## config.mk

```make
export PLATFORM = sky130hd
export DESIGN_NAME = hsv_to_rgb_converter
export DESIGN_NICKNAME = d
export VERILOG_FILES = /design/src/rtl/hsv2rgb_pkg.sv /design/src/rtl/hsv2rgb_div.sv /design/src/rtl/hsv_to_rgb_converter.sv
export SDC_FILE = /design/constraint.sdc
export NUM_CORES = 2
export LEC_CHECK = 0
export BUFFER_PORTS_ARGS = -buffer_cell sky130_fd_sc_hd__buf_2
export CAP_MARGIN = 20
export CORE_UTILIZATION = 59
export DETAILED_ROUTE_END_ITERATION = 12
export PLACE_DENSITY = 0.78
export REMOVE_ABC_BUFFERS = 1
export SKIP_LAST_GASP = 1
export SYNTH_ARGS = -nofsm -noshare
export SYNTH_HDL_FRONTEND = slang
export SYNTH_SLANG_ARGS = --single-unit
```

## constraint.sdc

```tcl
create_clock -name clk -period 6.3 [get_ports clk]
set_input_delay 0 -clock clk [delete_from_list [all_inputs] [get_ports clk]]
set_output_delay 0 -clock clk [all_outputs]
set_load 0.005 [all_outputs]
```

## src/rtl/hsv2rgb_pkg.sv

```systemverilog
// ----------------------------------------------------------------------------
// hsv2rgb_pkg
// Shared widths, fixed-point constants and types for the HSV to RGB converter.
// ----------------------------------------------------------------------------
package hsv2rgb_pkg;

	// hue fraction bits, 0..6 for a 15-bit hue
	localparam int HUE_FRAC_BITS = 6;

	localparam int HUE_W  = 15;
	localparam int CH_W   = 8;
	localparam int CH_MAX = 255;

	// one 60 degree sector and a full turn in hue units
	localparam int SPAN   = 60 * (2 ** HUE_FRAC_BITS);
	localparam int TURN   = 360 * (2 ** HUE_FRAC_BITS);
	localparam int REM_W  = $clog2(SPAN);
	localparam int SPAN_W = $clog2(SPAN + 1);

	// common denominator of q and t
	localparam int DEN    = CH_MAX * SPAN;
	localparam int DEN_W  = $clog2(DEN + 1);
	localparam int PROD_W = CH_W + DEN_W;

	// reciprocal of DEN, rounded up, scaled by 2^PROD_W
	localparam longint unsigned RECIP =
		((64'd1 << PROD_W) + 64'(DEN) - 64'd1) / 64'(DEN);
	localparam int RECIP_W = $clog2(RECIP + 1);
	localparam int MUL_W   = PROD_W + RECIP_W;

	// quotient estimate, may be one too large
	localparam int QUO_W = CH_W + 1;

	typedef enum logic [2:0] {
		SECT_0 = 3'd0,
		SECT_1 = 3'd1,
		SECT_2 = 3'd2,
		SECT_3 = 3'd3,
		SECT_4 = 3'd4,
		SECT_5 = 3'd5
	} sector_t;

	// stage loads for the divider
	typedef struct packed {
		logic s4;
		logic s5;
	} div_en_t;

endpackage

```

## src/rtl/hsv2rgb_div.sv

```systemverilog
// ----------------------------------------------------------------------------
// hsv2rgb_div
// Two-stage exact division by DEN: reciprocal multiply, then back-multiply
// and a one-step correction.
// ----------------------------------------------------------------------------
module hsv2rgb_div (
	input  logic                            clk,
	input  hsv2rgb_pkg::div_en_t            en,
	input  logic [hsv2rgb_pkg::PROD_W-1:0]  dividend,
	output logic [hsv2rgb_pkg::CH_W-1:0]    quot
);

	logic [hsv2rgb_pkg::MUL_W-1:0]            recip_prod;
	logic [hsv2rgb_pkg::QUO_W-1:0]            est_s4;
	logic [hsv2rgb_pkg::PROD_W-1:0]           x_s4;
	logic [hsv2rgb_pkg::QUO_W+hsv2rgb_pkg::DEN_W-1:0] back_s5;
	logic [hsv2rgb_pkg::QUO_W-1:0]            est_s5;
	logic [hsv2rgb_pkg::PROD_W-1:0]           x_s5;
	logic [hsv2rgb_pkg::QUO_W-1:0]            fixed;

	assign recip_prod = hsv2rgb_pkg::MUL_W'(dividend)
		* hsv2rgb_pkg::MUL_W'(hsv2rgb_pkg::RECIP);

	always_ff @(posedge clk) begin
		if (en.s4) begin
			est_s4 <= hsv2rgb_pkg::QUO_W'(recip_prod >> hsv2rgb_pkg::PROD_W);
			x_s4   <= dividend;
		end
		if (en.s5) begin
			back_s5 <= (hsv2rgb_pkg::QUO_W + hsv2rgb_pkg::DEN_W)'(est_s4)
				* (hsv2rgb_pkg::QUO_W + hsv2rgb_pkg::DEN_W)'(hsv2rgb_pkg::DEN);
			est_s5  <= est_s4;
			x_s5    <= x_s4;
		end
	end

	// estimate is exact or one high
	always_comb begin
		if (back_s5 > (hsv2rgb_pkg::QUO_W + hsv2rgb_pkg::DEN_W)'(x_s5)) begin
			fixed = est_s5 - hsv2rgb_pkg::QUO_W'(1);
		end else begin
			fixed = est_s5;
		end
	end

	assign quot = fixed[hsv2rgb_pkg::CH_W-1:0];

endmodule

```

## src/rtl/hsv_to_rgb_converter.sv

```systemverilog
// ----------------------------------------------------------------------------
// hsv_to_rgb_converter
// Streaming HSV to 8-bit RGB pixel converter, six pipeline stages.
// ----------------------------------------------------------------------------
// One pixel word in, one pixel word out. Hue is degrees scaled by
// 2^HUE_FRAC_BITS; hue of 360 degrees or more is taken as 0. Saturation and
// value are 8-bit fractions (255 = 1.0). Every channel is truncated once, at
// the end. The pipeline accepts a word every cycle while backpressure does not
// reach stage 1. The six stages are the sector split, the two multiply stages
// of the terms, the two stages of the reciprocal divider and the output
// routing.
// Backpressure collapses bubbles stage by stage, so words are never dropped or
// repeated while the output is stalled.
// ----------------------------------------------------------------------------
module hsv_to_rgb_converter (
	input  logic        clk,
	input  logic        arst_n,
	input  logic        s_tvalid,
	output logic        s_tready,
	input  logic [31:0] s_tdata,  // hue[14:0], saturation[22:15], value[30:23], 0[31]
	output logic        m_tvalid,
	input  logic        m_tready,
	output logic [23:0] m_tdata   // red[7:0], green[15:8], blue[23:16]
);

	// input fields
	logic [hsv2rgb_pkg::HUE_W-1:0] in_hue;
	logic [hsv2rgb_pkg::CH_W-1:0]  in_sat;
	logic [hsv2rgb_pkg::CH_W-1:0]  in_val;

	assign in_hue = s_tdata[14:0];
	assign in_sat = s_tdata[22:15];
	assign in_val = s_tdata[30:23];

	// stage valids and readies
	logic v_s1, v_s2, v_s3, v_s4, v_s5, v_s6;
	logic rdy_s1, rdy_s2, rdy_s3, rdy_s4, rdy_s5, rdy_s6;

	assign rdy_s6 = !v_s6 || m_tready;
	assign rdy_s5 = !v_s5 || rdy_s6;
	assign rdy_s4 = !v_s4 || rdy_s5;
	assign rdy_s3 = !v_s3 || rdy_s4;
	assign rdy_s2 = !v_s2 || rdy_s3;
	assign rdy_s1 = !v_s1 || rdy_s2;

	assign s_tready = rdy_s1;

	always_ff @(posedge clk or negedge arst_n) begin
		if (!arst_n) begin
			v_s1 <= 1'b0;
			v_s2 <= 1'b0;
			v_s3 <= 1'b0;
			v_s4 <= 1'b0;
			v_s5 <= 1'b0;
			v_s6 <= 1'b0;
		end else begin
			if (rdy_s1) v_s1 <= s_tvalid;
			if (rdy_s2) v_s2 <= v_s1;
			if (rdy_s3) v_s3 <= v_s2;
			if (rdy_s4) v_s4 <= v_s3;
			if (rdy_s5) v_s5 <= v_s4;
			if (rdy_s6) v_s6 <= v_s5;
		end
	end

	// ------------------------------------------------------------------
	// Stage 1: sector split by compares against sector boundaries
	// ------------------------------------------------------------------
	logic [31:0]                   hue_ext;
	logic                          hue_wrap;
	hsv2rgb_pkg::sector_t          sector_c;
	logic [31:0]                   base_c;
	logic [hsv2rgb_pkg::REM_W-1:0] rem_c;

	assign hue_ext  = 32'(in_hue);
	assign hue_wrap = hue_ext >= 32'(hsv2rgb_pkg::TURN);

	always_comb begin
		if (hue_wrap) begin
			sector_c = hsv2rgb_pkg::SECT_0;
			base_c   = hue_ext;  // remainder becomes zero
		end else if (hue_ext >= 32'(5 * hsv2rgb_pkg::SPAN)) begin
			sector_c = hsv2rgb_pkg::SECT_5;
			base_c   = 32'(5 * hsv2rgb_pkg::SPAN);
		end else if (hue_ext >= 32'(4 * hsv2rgb_pkg::SPAN)) begin
			sector_c = hsv2rgb_pkg::SECT_4;
			base_c   = 32'(4 * hsv2rgb_pkg::SPAN);
		end else if (hue_ext >= 32'(3 * hsv2rgb_pkg::SPAN)) begin
			sector_c = hsv2rgb_pkg::SECT_3;
			base_c   = 32'(3 * hsv2rgb_pkg::SPAN);
		end else if (hue_ext >= 32'(2 * hsv2rgb_pkg::SPAN)) begin
			sector_c = hsv2rgb_pkg::SECT_2;
			base_c   = 32'(2 * hsv2rgb_pkg::SPAN);
		end else if (hue_ext >= 32'(hsv2rgb_pkg::SPAN)) begin
			sector_c = hsv2rgb_pkg::SECT_1;
			base_c   = 32'(hsv2rgb_pkg::SPAN);
		end else begin
			sector_c = hsv2rgb_pkg::SECT_0;
			base_c   = 32'd0;
		end
	end

	assign rem_c = hsv2rgb_pkg::REM_W'(hue_ext - base_c);

	hsv2rgb_pkg::sector_t          sector_s1;
	logic [hsv2rgb_pkg::REM_W-1:0] rem_s1;
	logic [hsv2rgb_pkg::CH_W-1:0]  sat_s1;
	logic [hsv2rgb_pkg::CH_W-1:0]  val_s1;

	always_ff @(posedge clk) begin
		if (rdy_s1) begin
			sector_s1 <= sector_c;
			rem_s1    <= rem_c;
			sat_s1    <= in_sat;
			val_s1    <= in_val;
		end
	end

	// ------------------------------------------------------------------
	// Stage 2: s*r, s*(span-r), v*(255-s); numerators of q and t
	// ------------------------------------------------------------------
	logic [hsv2rgb_pkg::SPAN_W-1:0]             rest_c;
	logic [hsv2rgb_pkg::CH_W+hsv2rgb_pkg::SPAN_W-1:0] sr_c;
	logic [hsv2rgb_pkg::CH_W+hsv2rgb_pkg::SPAN_W-1:0] sfr_c;

	assign rest_c = hsv2rgb_pkg::SPAN_W'(hsv2rgb_pkg::SPAN) - hsv2rgb_pkg::SPAN_W'(rem_s1);
	assign sr_c   = (hsv2rgb_pkg::CH_W + hsv2rgb_pkg::SPAN_W)'(sat_s1)
		* (hsv2rgb_pkg::CH_W + hsv2rgb_pkg::SPAN_W)'(rem_s1);
	assign sfr_c  = (hsv2rgb_pkg::CH_W + hsv2rgb_pkg::SPAN_W)'(sat_s1)
		* (hsv2rgb_pkg::CH_W + hsv2rgb_pkg::SPAN_W)'(rest_c);

	hsv2rgb_pkg::sector_t           sector_s2;
	logic [hsv2rgb_pkg::CH_W-1:0]   val_s2;
	logic [2*hsv2rgb_pkg::CH_W-1:0] pprod_s2;
	logic [hsv2rgb_pkg::DEN_W-1:0]  numq_s2;
	logic [hsv2rgb_pkg::DEN_W-1:0]  numt_s2;

	always_ff @(posedge clk) begin
		if (rdy_s2) begin
			sector_s2 <= sector_s1;
			val_s2    <= val_s1;
			pprod_s2  <= (2 * hsv2rgb_pkg::CH_W)'(val_s1)
				* (2 * hsv2rgb_pkg::CH_W)'(8'(hsv2rgb_pkg::CH_MAX) - sat_s1);
			numq_s2   <= hsv2rgb_pkg::DEN_W'(hsv2rgb_pkg::DEN) - hsv2rgb_pkg::DEN_W'(sr_c);
			numt_s2   <= hsv2rgb_pkg::DEN_W'(hsv2rgb_pkg::DEN) - hsv2rgb_pkg::DEN_W'(sfr_c);
		end
	end

	// ------------------------------------------------------------------
	// Stage 3: v*num for q and t; p = floor(pprod / 255)
	// ------------------------------------------------------------------
	logic [2*hsv2rgb_pkg::CH_W-1:0] p255_c;

	// exact for pprod up to 255 * 255: (x + (x >> 8) + 1) >> 8
	assign p255_c = pprod_s2 + (pprod_s2 >> hsv2rgb_pkg::CH_W)
		+ (2 * hsv2rgb_pkg::CH_W)'(1);

	hsv2rgb_pkg::sector_t           sector_s3;
	logic [hsv2rgb_pkg::CH_W-1:0]   val_s3;
	logic [hsv2rgb_pkg::CH_W-1:0]   p_s3;
	logic [hsv2rgb_pkg::PROD_W-1:0] xq_s3;
	logic [hsv2rgb_pkg::PROD_W-1:0] xt_s3;

	always_ff @(posedge clk) begin
		if (rdy_s3) begin
			sector_s3 <= sector_s2;
			val_s3    <= val_s2;
			p_s3      <= p255_c[2*hsv2rgb_pkg::CH_W-1:hsv2rgb_pkg::CH_W];
			xq_s3     <= hsv2rgb_pkg::PROD_W'(val_s2) * hsv2rgb_pkg::PROD_W'(numq_s2);
			xt_s3     <= hsv2rgb_pkg::PROD_W'(val_s2) * hsv2rgb_pkg::PROD_W'(numt_s2);
		end
	end

	// ------------------------------------------------------------------
	// Stages 4 and 5: divide both products by DEN
	// ------------------------------------------------------------------
	hsv2rgb_pkg::div_en_t         div_en;
	logic [hsv2rgb_pkg::CH_W-1:0] q_c;
	logic [hsv2rgb_pkg::CH_W-1:0] t_c;

	assign div_en.s4 = rdy_s4;
	assign div_en.s5 = rdy_s5;

	hsv2rgb_div u_div_q (
		.clk      (clk),
		.en       (div_en),
		.dividend (xq_s3),
		.quot     (q_c)
	);

	hsv2rgb_div u_div_t (
		.clk      (clk),
		.en       (div_en),
		.dividend (xt_s3),
		.quot     (t_c)
	);

	hsv2rgb_pkg::sector_t         sector_s4, sector_s5;
	logic [hsv2rgb_pkg::CH_W-1:0] val_s4, val_s5;
	logic [hsv2rgb_pkg::CH_W-1:0] p_s4, p_s5;

	always_ff @(posedge clk) begin
		if (rdy_s4) begin
			sector_s4 <= sector_s3;
			val_s4    <= val_s3;
			p_s4      <= p_s3;
		end
		if (rdy_s5) begin
			sector_s5 <= sector_s4;
			val_s5    <= val_s4;
			p_s5      <= p_s4;
		end
	end

	// ------------------------------------------------------------------
	// Stage 6: route V, P, Q, T by sector into the output register
	// ------------------------------------------------------------------
	logic [hsv2rgb_pkg::CH_W-1:0] red_c, green_c, blue_c;

	always_comb begin
		case (sector_s5)
			hsv2rgb_pkg::SECT_0: begin
				red_c = val_s5; green_c = t_c;    blue_c = p_s5;
			end
			hsv2rgb_pkg::SECT_1: begin
				red_c = q_c;    green_c = val_s5; blue_c = p_s5;
			end
			hsv2rgb_pkg::SECT_2: begin
				red_c = p_s5;   green_c = val_s5; blue_c = t_c;
			end
			hsv2rgb_pkg::SECT_3: begin
				red_c = p_s5;   green_c = q_c;    blue_c = val_s5;
			end
			hsv2rgb_pkg::SECT_4: begin
				red_c = t_c;    green_c = p_s5;   blue_c = val_s5;
			end
			default: begin
				red_c = val_s5; green_c = p_s5;   blue_c = q_c;
			end
		endcase
	end

	logic [hsv2rgb_pkg::CH_W-1:0] red_s6, green_s6, blue_s6;

	always_ff @(posedge clk) begin
		if (rdy_s6) begin
			red_s6   <= red_c;
			green_s6 <= green_c;
			blue_s6  <= blue_c;
		end
	end

	assign m_tvalid = v_s6;
	assign m_tdata  = {blue_s6, green_s6, red_s6};

	// ------------------------------------------------------------------
	// Assertions
	// ------------------------------------------------------------------
	// corrected quotients never exceed the value they scale
	a_q_le_val: assert property (@(posedge clk) disable iff (!arst_n)
		v_s5 |-> (q_c <= val_s5))
		else $error("q term above value");

	a_t_le_val: assert property (@(posedge clk) disable iff (!arst_n)
		v_s5 |-> (t_c <= val_s5))
		else $error("t term above value");

	// input only stalls when every stage is full and the output is held
	a_stall_full: assert property (@(posedge clk) disable iff (!arst_n)
		!s_tready |-> (v_s1 && v_s2 && v_s3 && v_s4 && v_s5 && v_s6 && !m_tready))
		else $error("input stalled with a bubble in the pipeline");

endmodule

```

==> summary.txt <==
vias in the first global route = 29.4k
WP data required = 6.63 ns
crit path cell chain = buf_4 > and2_1 > fa_1 > fa_1 > fa_1 > fa_1 > ha_1 > a21o_1 > o41ai_1 > o21ai_0 > o41ai_1 > a211oi_1 > nor3_1 > a21oi_1 > xor2_1
Max Cap Viol = 0
Relative slew margins = 32.2%
first-pass GRT wire length = 139 mm
Post-DRT Antenna Nets = 0
most numerous cell in the Yosys netlist = inv_1
Inst Count DP = 4998
CP max stage delay = 0.65 ns
Clk Latency, worst-skew pair = 0.62 ns
status = finished, violations left
Yosys warnings = 0
setup tns final = 0 ns
n_diodes = 0
Max Buffers Root-to-Sink = 3
CP arrival = 6.30 ns
min cycle time layout = 5.97 ns
Layout Nets = 5327
post-route setup slack = 0.328 ns
Min-Delay Path Class = input pin to flip-flop
Initial Util = 59.8%
FF+latch count, synth = 417
Unique masters post-synth = 70
utilization after layout = 64.6%
crit path max-delay cell type = edfxtp_1
Via density = 5.37
CP max FO = 18
Synth area leader = edfxtp_1
Final Max Tran Viols = 0
Final setup viols = 0
Crit Reg-Reg Startpoint = val_s2[2]$_DFFE_PP_
htree depth = 2
largest cells by area after synthesis = edfxtp_1 (28%), fa_1 (24%), ha_1 (18%), inv_1 (6.7%), and2_1 (4.6%)
GPL Wtd Cong = 0.879
initial antenna violation count = 0
Die Width = 274 um
GRT Resource Usage Total = 22.8%
Port Buf Inserts = 60
DRT iter0 DRCs = 1541
RSZ-0062 raised after global routing = no
asr flop ratio synth = 1.44%
full die area = 75200 um^2
stages on the worst setup path = 15
CP startpoint kind = flip-flop
Seq/Total Area, Yosys = 28.6%
violations in the final reports = design-rule violations
worst r2r dst = xq_s3[24]$_DFFE_PP_
Die Ht = 274 um
critical path capture point type = flip-flop
fin crit share = 94.8%
CTS root buf = clkbuf_16
top_reg_cell synth = edfxtp_1
Crit path max-delay family = adder cells
pin count of the biggest net entering global routing = 77
Synth top area share = 28.2%
R2R depth = 15
CTS clk-pin slew, worst paths = 0.06 ns
Most Frequent Cell on Critical Path = fa_1
post-synthesis cell area = 43700 um^2
layout cells sized above 1 = 4.99%
HPWL after DPL = 63.8 mm
final hold violation count = 0
core area = 73100 um^2
# DRC = 6
dpl ws = 0.300 ns
drt first pass iters = 9
Inserted Clock Buffers = 49
final std cells w/o fill = 5129
vias post-DR = 27.5k
WS Path Type = flip-flop to flip-flop
critical path endpoint = xq_s3[24]$_DFFE_PP_
Max Freq = 0.167 GHz
synth-to-layout area growth = 8.11%
R2R setup slack = 0.33 ns
number of synthesized flops with an enable pin = 411
clock skew = 0.0448 ns
final wirelength = 81.2 mm
Post-Syn Instances = 4029
syn avg cell area = 10.8 um^2
most frequent cells after synthesis = inv_1 (784), ha_1 (628), fa_1 (531)
crit path buf inv count = 1
Avg WL per Cell = 15.8 um
row count = 99
I/O pin total = 62
measured slew at the worst slew-check pin = 1.02 ns
CTS tree = yes
crit path from = val_s2[2]$_DFFE_PP_
clk sinks = 417
grt total ovfl = 0
logic make-up (layout without fill, tap and decap cells):
group	Yosys count	in the layout	synth area share [%]
adder cells (fa/ha/maj)	1160	1160	42.3
AND/OR/NAND/NOR	948	948	11.3
buffers and inverters	879	1020	7.55
AO/OA/AOI/OAI	452	452	6.72
flip-flops	417	417	28.6
XOR/XNOR	158	158	3.17
multiplexers	14	14	0.329
other	1	1	0.00858
how the worst min path moves through the flow:
stage	startpoint	endpoint	slack (ns)	cells after the start
finish	s_tdata[12]	sector_s1[2]$_SDFFCE_PP0P_	0.09	3
global route	s_tdata[17]	sat_s1[2]$_DFFE_PP_	0.09	2
CTS	s_tdata[23]	val_s1[0]$_DFFE_PP_	0.05	2
detailed placement	arst_n	m_tvalid$_DFFE_PN0P_	-0.16	1
global placement	arst_n	m_tvalid$_DFFE_PN0P_	-0.17	1
floorplan	arst_n	m_tvalid$_DFFE_PN0P_	-0.30	0
registers in the layout, indices dropped and copies added (netlist names), 9 cells and up:
name,flops
numq_s2,20
numt_s2,19
pprod_s2,16
rem_s1,12
u_div_q.back_s5,17
u_div_q.est_s4,9
u_div_q.x_s4,27
u_div_q.x_s5,27
u_div_t.back_s5,17
u_div_t.est_s4,9
u_div_t.x_s4,28
u_div_t.x_s5,28
xq_s3,28
xt_s3,27
placed cells by master (no fill, tap or decap), types with 8 or more instances in the layout:
master,count
a21oi_1,153
a211oi_1,14
buf_2,60
o21ai_0,69
o21a_1,20
a21boi_0,11
o21bai_1,19
nor3_1,28
mux2i_1,11
dlygate4sd3_1,38
nand3_1,45
or3_1,15
ha_1,628
a211o_1,9
a21o_1,53
and2_1,320
xnor2_1,114
o2111ai_1,8
xor2_1,43
a31oi_1,9
buf_4,46
clkbuf_16,49
inv_1,783
nand2b_1,46
nand4_1,14
nand2_1,263
nor2b_1,57
nor2_1,108
fa_1,531
edfxtp_1,411
o211ai_1,19
clkinv_1,10
and3_1,14
final cells by class:
type / count / area, um^2
Multi-Input combinational cell: 2733 / 27900
Inverter: 786 / 2950
Clock inverter: 34 / 348
Sequential cell: 417 / 12500
Timing Repair Buffer: 145 / 1050
Fill cell: 5507 / 25800
Clock buffer: 55 / 1250
Tap cell: 959 / 1200
per-stage QoR:
| step | hold slack [ns] | cell area, um^2 |
|---|---|---|
| floorplan | -0.296 | 43300 |
| global route | 0.0862 | 47200 |
| CTS | 0.0506 | 47200 |
| detailed placement | -0.164 | 45200 |
| global placement | -0.166 | 45200 |
| finish | 0.0924 | 47200 |
layer usage:
layer | track usage, % | wire, um
met1 | 30.3 | 36600
met2 | 39.8 | 39900
met3 | 2.32 | 2880
met4 | 6.05 | 1840
met5 | 0 | 0
repair_timing:
item	in CTS	in global routing
gates resized for setup	0	3
setup buffers	0	3
endpoints found under the setup margin	0	3
hold endpoints to repair	37	0
hold buffers	38	0
tightest hold or removal path, delay by kind of cell:
family,cells,cell delay (ns)
compound gates,1,0.18
buf+inv,1,0.17
simple gates,1,0.08
Power is not shown: default switching activity piles up to over one toggle a cycle in this logic, so the estimate is an artifact.
